$ cat src/sv/sofd_pkg.sv
// Shared types and constants for the start-of-frame XOR deframer.
// No dependencies; used by the parser, the top level and the checker.
`default_nettype none

package sofd_pkg;

  localparam logic [7:0] SofByte    = 8'hFE;
  localparam logic [7:0] LimitReset = 8'd128;

  localparam logic KindPayload = 1'b0;
  localparam logic KindVerdict = 1'b1;

  typedef struct packed {
    logic        kind;
    logic [15:0] function_code;
    logic [7:0]  payload_length;
    logic [6:0]  byte_index;
    logic [7:0]  payload_byte;
    logic        checksum_good;
  } result_t;

  typedef struct packed {
    logic step;
    logic load;
  } ctrl_t;

endpackage

`default_nettype wire

$ cat src/sv/sofd_parser.sv
// Frame parser: receive phase state machine, running XOR and the result register.
// Depends on sofd_pkg for the result and control structs and the start byte.
`default_nettype none

module sofd_parser #(
  parameter int unsigned MAX_PAYLOAD = 128
) (
  input  wire logic             clk_i,
  input  wire logic             rst_ni,
  input  wire sofd_pkg::ctrl_t  ctrl_i,
  input  wire logic [7:0]       rx_byte_i,
  input  wire logic [7:0]       limit_i,
  output logic                  res_valid_o,
  output sofd_pkg::result_t     res_o
);

  localparam logic [15:0] MaxPayloadW = 16'(MAX_PAYLOAD);

  typedef enum logic [2:0] {
    PhWait,
    PhFuncHi,
    PhFuncLo,
    PhLenHi,
    PhLenLo,
    PhPayload,
    PhCheck
  } phase_e;

  phase_e            phase_q, phase_d;
  logic [15:0]       func_q, func_d;
  logic [7:0]        len_q, len_d;
  logic [7:0]        cnt_q, cnt_d;
  logic [7:0]        csum_q, csum_d;
  logic              emit;
  logic              too_long;
  sofd_pkg::result_t res_d;
  sofd_pkg::result_t res_q;
  logic              res_valid_q;

  assign too_long = (len_q != 8'd0) || (rx_byte_i > limit_i) ||
                    ({8'd0, rx_byte_i} > MaxPayloadW);

  always_comb begin
    phase_d = phase_q;
    func_d  = func_q;
    len_d   = len_q;
    cnt_d   = cnt_q;
    csum_d  = csum_q ^ rx_byte_i;
    emit    = 1'b0;
    res_d.kind           = sofd_pkg::KindPayload;
    res_d.function_code  = func_q;
    res_d.payload_length = len_q;
    res_d.byte_index     = cnt_q[6:0];
    res_d.payload_byte   = rx_byte_i;
    res_d.checksum_good  = 1'b0;
    unique case (phase_q)
      PhWait: begin
        csum_d = csum_q;
        if (rx_byte_i == sofd_pkg::SofByte) begin
          func_d  = 16'd0;
          len_d   = 8'd0;
          cnt_d   = 8'd0;
          csum_d  = sofd_pkg::SofByte;
          phase_d = PhFuncHi;
        end
      end
      PhFuncHi: begin
        func_d  = {rx_byte_i, 8'd0};
        phase_d = PhFuncLo;
      end
      PhFuncLo: begin
        func_d  = {func_q[15:8], rx_byte_i};
        phase_d = PhLenHi;
      end
      PhLenHi: begin
        len_d   = rx_byte_i;
        phase_d = PhLenLo;
      end
      PhLenLo: begin
        cnt_d = 8'd0;
        if (too_long) begin
          len_d   = 8'd0;
          phase_d = PhWait;
        end else begin
          len_d   = rx_byte_i;
          phase_d = (rx_byte_i == 8'd0) ? PhCheck : PhPayload;
        end
      end
      PhPayload: begin
        emit  = 1'b1;
        cnt_d = cnt_q + 8'd1;
        if (cnt_d >= len_q) begin
          phase_d = PhCheck;
        end
      end
      PhCheck: begin
        emit    = 1'b1;
        csum_d  = csum_q;
        phase_d = PhWait;
        res_d.kind          = sofd_pkg::KindVerdict;
        res_d.byte_index    = 7'd0;
        res_d.payload_byte  = 8'd0;
        res_d.checksum_good = (rx_byte_i == csum_q);
      end
      default: begin
        csum_d  = csum_q;
        phase_d = PhWait;
      end
    endcase
  end

  always_ff @(posedge clk_i or negedge rst_ni) begin
    if (!rst_ni) begin
      phase_q     <= PhWait;
      func_q      <= 16'd0;
      len_q       <= 8'd0;
      cnt_q       <= 8'd0;
      csum_q      <= 8'd0;
      res_valid_q <= 1'b0;
      res_q       <= '0;
    end else begin
      if (ctrl_i.step) begin
        phase_q <= phase_d;
        func_q  <= func_d;
        len_q   <= len_d;
        cnt_q   <= cnt_d;
        csum_q  <= csum_d;
      end
      if (ctrl_i.load) begin
        res_valid_q <= ctrl_i.step && emit;
        if (ctrl_i.step && emit) begin
          res_q <= res_d;
        end
      end
    end
  end

  assign res_valid_o = res_valid_q;
  assign res_o       = res_q;

endmodule

`default_nettype wire

$ cat src/sv/sof_frame_xor_deframer_core.sv
// A result word passes through the input register and then the result register before
// it appears on the outputs; a stall on the result side can hold it in the input register.
// Throughput: one input word per cycle; the input register and the result register
// form a two-stage pipeline that advances whenever the result register is free.
// Reset (rst_ni low, asynchronous): the parser waits for a start byte, both stages
// are empty and the length limit returns to 128. Depends on sofd_pkg and sofd_parser.
`default_nettype none

module sof_frame_xor_deframer_core #(
  parameter int unsigned MAX_PAYLOAD = 128
) (
  input  wire logic        clk_i,
  input  wire logic        rst_ni,
  input  wire logic        cfg_we_i,
  input  wire logic [7:0]  cfg_wdata_i,
  input  wire logic        in_valid_i,
  output logic             in_ready_o,
  input  wire logic [7:0]  rx_byte_i,
  output logic             out_valid_o,
  input  wire logic        out_ready_i,
  output logic             result_kind_o,
  output logic [15:0]      function_code_o,
  output logic [7:0]       payload_length_o,
  output logic [6:0]       byte_index_o,
  output logic [7:0]       payload_byte_o,
  output logic             checksum_good_o
);

  logic [7:0]        max_len_q;
  logic              in_valid_q;
  logic [7:0]        rx_byte_q;
  logic              out_free;
  logic              res_valid;
  sofd_pkg::ctrl_t   ctrl;
  sofd_pkg::result_t res;

  assign out_free   = !res_valid || out_ready_i;
  assign ctrl.load  = out_free;
  assign ctrl.step  = in_valid_q && out_free;
  assign in_ready_o = !in_valid_q || out_free;

  always_ff @(posedge clk_i or negedge rst_ni) begin
    if (!rst_ni) begin
      max_len_q  <= sofd_pkg::LimitReset;
      in_valid_q <= 1'b0;
      rx_byte_q  <= 8'd0;
    end else begin
      if (cfg_we_i) begin
        max_len_q <= cfg_wdata_i;
      end
      if (in_valid_i && in_ready_o) begin
        in_valid_q <= 1'b1;
        rx_byte_q  <= rx_byte_i;
      end else if (ctrl.step) begin
        in_valid_q <= 1'b0;
      end
    end
  end

  sofd_parser #(
    .MAX_PAYLOAD(MAX_PAYLOAD)
  ) u_parser (
    .clk_i       (clk_i),
    .rst_ni      (rst_ni),
    .ctrl_i      (ctrl),
    .rx_byte_i   (rx_byte_q),
    .limit_i     (max_len_q),
    .res_valid_o (res_valid),
    .res_o       (res)
  );

  assign out_valid_o      = res_valid;
  assign result_kind_o    = res.kind;
  assign function_code_o  = res.function_code;
  assign payload_length_o = res.payload_length;
  assign byte_index_o     = res.byte_index;
  assign payload_byte_o   = res.payload_byte;
  assign checksum_good_o  = res.checksum_good;

endmodule

`default_nettype wire

$ cat config.mk
export PLATFORM = sky130hd
export DESIGN_NAME = sof_frame_xor_deframer_core
export DESIGN_NICKNAME = d
export VERILOG_FILES = /design/src/sv/sofd_pkg.sv /design/src/sv/sofd_parser.sv /design/src/sv/sof_frame_xor_deframer_core.sv
export SDC_FILE = /design/constraint.sdc
export NUM_CORES = 1
export LEC_CHECK = 0
export ABC_AREA = 1
export BUFFER_PORTS_ARGS = -buffer_cell sky130_fd_sc_hd__buf_2
export CORE_AREA = 2 2 144 146
export CTS_CLUSTER_DIAMETER = 150
export DETAILED_ROUTE_END_ITERATION = 12
export DIE_AREA = 0 0 146 148
export SKIP_CTS_REPAIR_TIMING = 1
export SLEW_MARGIN = 20
export SYNTH_ARGS = -nofsm -noshare
export SYNTH_HDL_FRONTEND = slang
export SYNTH_SLANG_ARGS = --single-unit
$ cat constraint.sdc
create_clock -name clk_i -period 4.3 [get_ports clk_i]
set_clock_uncertainty 0.15 [all_clocks]
set_input_delay 0.645 -clock clk_i [delete_from_list [all_inputs] [get_ports clk_i]]
set_output_delay 0.645 -clock clk_i [all_outputs]
set_load 0.02 [all_outputs]
==> parameters.txt <==
Parameter                              Value

Setup path
  Reg2reg end ... u_parser.phase_q[2]
  CP Data Arrival Time ... 2.51 ns
  Kind of end point of the critical path ... flip-flop
  Chain of cells forming the critical path ... ha_1, nand2_1, inv_1, nand4_1, xor2_1, inv_1, ha_1, nand2_1, nor2_1, nand4_1, nand4_1, nand2_1, inv_1, nand2_1, nand2_1
  Maximum single-stage delay on the critical path ... 0.42 ns
  Critical Setup Path Class ... flip-flop to flip-flop
  Worst Path Buf+Inv ... 3
  Top cell family by delay on the critical path ... simple AND/OR/NAND/NOR gates
  Cell with the largest stage delay on the worst path ... dfrtp_1
  Kind of launch point of the worst setup path ... flip-flop
  Largest fanout of any net on the critical path ... 4
  Required arrival time at the worst endpoint ... 4.43 ns
  Worst Reg-to-Reg Cells ... 15
  Worst setup slack for register-to-register paths ... 1.92 ns
  Critical register-to-register path startpoint ... u_parser.cnt_q[0]
  Library cell appearing most often on the critical path ... nand2_1

Synth
  Share of synthesized area occupied by flip-flops and latches ... 53.80%
  Synthesized instance count ... 537
  Syn Area/Cell ... 8.840 um2
  Post-Syn Area ... 0.004747 mm2
  Yosys warning total ... 0
  Yosys cell types ... 32
  FF+latch count, synth ... 102
  Net count of the mapped netlist ... 575

Clock tree
  Total number of clock tree sinks ... 102
  CTS tree ... built
  H-Tree Level Count ... 3
  Skew-Pair Late Insertion Delay ... 0.34 ns
  Maximum buffer depth of the clock tree ... 2
  Number of buffers created by CTS ... 9
  Clock tree root buffer cell ... clkbuf_16
  Clock slew at the register clock pins of the worst setup and hold paths ... 0.07 ns

STA
  TNS Setup ... 0 ns
  Crit share post-route ... 55.32%
  Transition time at the pin with the least slew margin ... 0.9591 ns
  Hold violation count in the final report ... 0
  Post-layout min period ... 2.379 ns
  Setup repair after global routing missed its margin ... no
  Setup Viol. Count Final ... 0
  Fin. max-slew vios ... 0
  Max-slew headroom at the worst pin ... 35.91%
  Highest Clock Rate ... 0.4204 GHz

Detailed routing
  Total number of vias ... 3629
  Drt via density ... 4.143
  Final ANT Viol Nets ... 0
  Drt wl/cell ... 13.00 um
  DRT iter0 DRCs ... 180
  Number of detailed-routing iterations run before antenna repair ... 4
  Total detailed-routing wirelength ... 11.39 mm
  DRC ... 0

Pwr
  Overall power after layout ... 3702 uW
  Worst vdd rail ir drop ... 0.2126 mV
  Cell area power density ... 658.1 mW/mm2
  Leakage power of the design ... 0.002852 uW

Floorplanning
  Die Outline Area ... 0.02161 mm2
  Num ports ... 64
  Core area ... 0.02004 mm2
  Die W ... 146 um
  Row cnt ... 52
  Floorplan die height ... 148 um
  Starting utilization of the core area ... 23.69%

Run status
  Result of the run ... finished, final reports clean

Final layout
  Number of nets in the layout ... 639
  Ant. Diodes ... 0
  Count of filler cells inserted in the layout ... 2192
  Share of layout cells above drive strength 1 ... 17.33%
  Growth of design area from synthesis to finish ... 18.50%

GRT
  Global-route wire length before repair ... 18.68 mm
  Vias in the first global route ... 3604
  Antenna violations before repair ... 1
  Leftover overflow at the end of global routing ... 0
  Maximum number of pins on one net before global-route repair ... 54
  Total global routing track utilization ... 10.86%

Hold path
  Worst min-delay path class ... primary input to asynchronous set/reset pin

Placement
  Port-buffer cells ... 63
  GP Congestion ... 0.8199
  Sum of net half-perimeters after detailed placement ... 8.456 mm

Flow run
  Total of max-cap violations ... 0
[cell type report]
cell class                      count  area [um2]  share of cell area [%]
Clock inverter                      4       27.53                  0.4893
Inverter                           62       232.7                   4.137
Clock buffer                       12       256.5                   4.560
Multi-Input combinational cell    360        1877                   33.36
Tap cell                          270       337.8                   6.005
Sequential cell                   102        2554                   45.40
Timing Repair Buffer               66       340.3                   6.050
[Yosys cell counts, drive strengths merged]
library cell / instances / area share (%)
inv: 62 / 4.9
dfrtp: 101 / 53
nand2: 167 / 14
xnor2: 3 / 0.55
nand3: 13 / 1.5
clkbuf: 3 / 0.24
mux2: 1 / 0.24
o21ai: 57 / 6.2
o22ai: 11 / 1.4
buf: 10 / 1.7
nand3b: 5 / 0.79
nor3: 8 / 1.2
nor2: 39 / 4.0
a21oi: 16 / 1.7
o21a: 9 / 1.4
ha: 17 / 4.5
and3b: 1 / 0.18
xor2: 8 / 1.5
dfstp: 1 / 0.55
nand4: 5 / 0.66
[where the power goes]
part / leakage (uW) / internal, uW / switching, uW
registers: 0.00131 / 1280 / 224
logic: 0.00140 / 491 / 932
clock network: 0.000143 / 427 / 349
total: 0.00285 / 2200 / 1510
[stage by stage]
step	cells	setup WS [ns]	instance area [um2]	hold WS, ns	util, %
5_1_grt	876	1.568	5625	0.2438	28.07
3_3_place_gp	860	1.615	5341	0.3103	26.65
4_1_cts	876	1.894	5625	0.2108	28.07
2_1_floorplan	537	2.179	4747	0.1994	-
3_5_place_dp	860	1.591	5341	0.3139	26.65
6_report	876	1.921	5625	0.1872	28.07
[cells in the final DEF, fill, tap and decap left out, drive strengths merged]
cell / Yosys / layout
a21oi: 16 / 16
and3b: 1 / 1
ha: 17 / 17
mux2: 1 / 1
o21ai: 57 / 57
xor2: 8 / 8
dfrtp: 101 / 101
buf: 10 / 66
xnor2: 3 / 3
o22ai: 11 / 11
clkbuf: 3 / 12
nor3: 8 / 8
nand4: 5 / 5
inv: 62 / 64
clkinv: 0 / 2
nor2: 39 / 39
nand2: 167 / 167
nand3b: 5 / 5
nand3: 13 / 13
o21a: 9 / 9
dfstp: 1 / 1
[sequential cells by signal (all words and copies together) (netlist names)]
signal and count:
in_valid_q 1, max_len_q 8, rx_byte_q 8, u_parser.cnt_q 8, u_parser.csum_q 8, u_parser.func_q 16
u_parser.len_q 8, u_parser.phase_q 3, u_parser.res_o 41, u_parser.res_valid_o 1
[per-layer routing]
metal	share of wire (%)	wire length [um]	track usage (%)	vias to the layer above
met4	1.4	154	3.592	2
li1	-	-	-	1845
met5	0.14	16	0	-
met2	49	5550	18.49	57
met3	3.4	388	2.037	13
met1	46	5277	13.95	1712
[cell families (layout without fill, tap and decap cells)]
kind of cell	Yosys count	in the layout	share of synthesized area, %
compound gates	93	93	10.81
xor+xnor	11	11	2.030
fa+ha+maj	17	17	4.481
buf+inv	75	144	6.826
flops	102	102	53.80
mux	1	1	0.2372
simple gates	238	238	21.82
[worst max path at each step]
| stage | endpoint | from | cells past startpoint | slack (ns) |
|---|---|---|---|---|
| 2_1_floorplan | u_parser.phase_q[0] | u_parser.cnt_q[0] | 13 | 2.18 |
| 6_report | u_parser.phase_q[2] | u_parser.cnt_q[0] | 15 | 1.92 |
| 5_1_grt | u_parser.phase_q[2] | u_parser.cnt_q[0] | 13 | 1.57 |
| 3_5_place_dp | u_parser.res_o[31] | out_ready_i | 9 | 1.59 |
| 3_3_place_gp | u_parser.res_o[25] | out_ready_i | 9 | 1.61 |
| 4_1_cts | u_parser.phase_q[0] | u_parser.cnt_q[0] | 15 | 1.89 |
(Power assumes the default switching activity.)
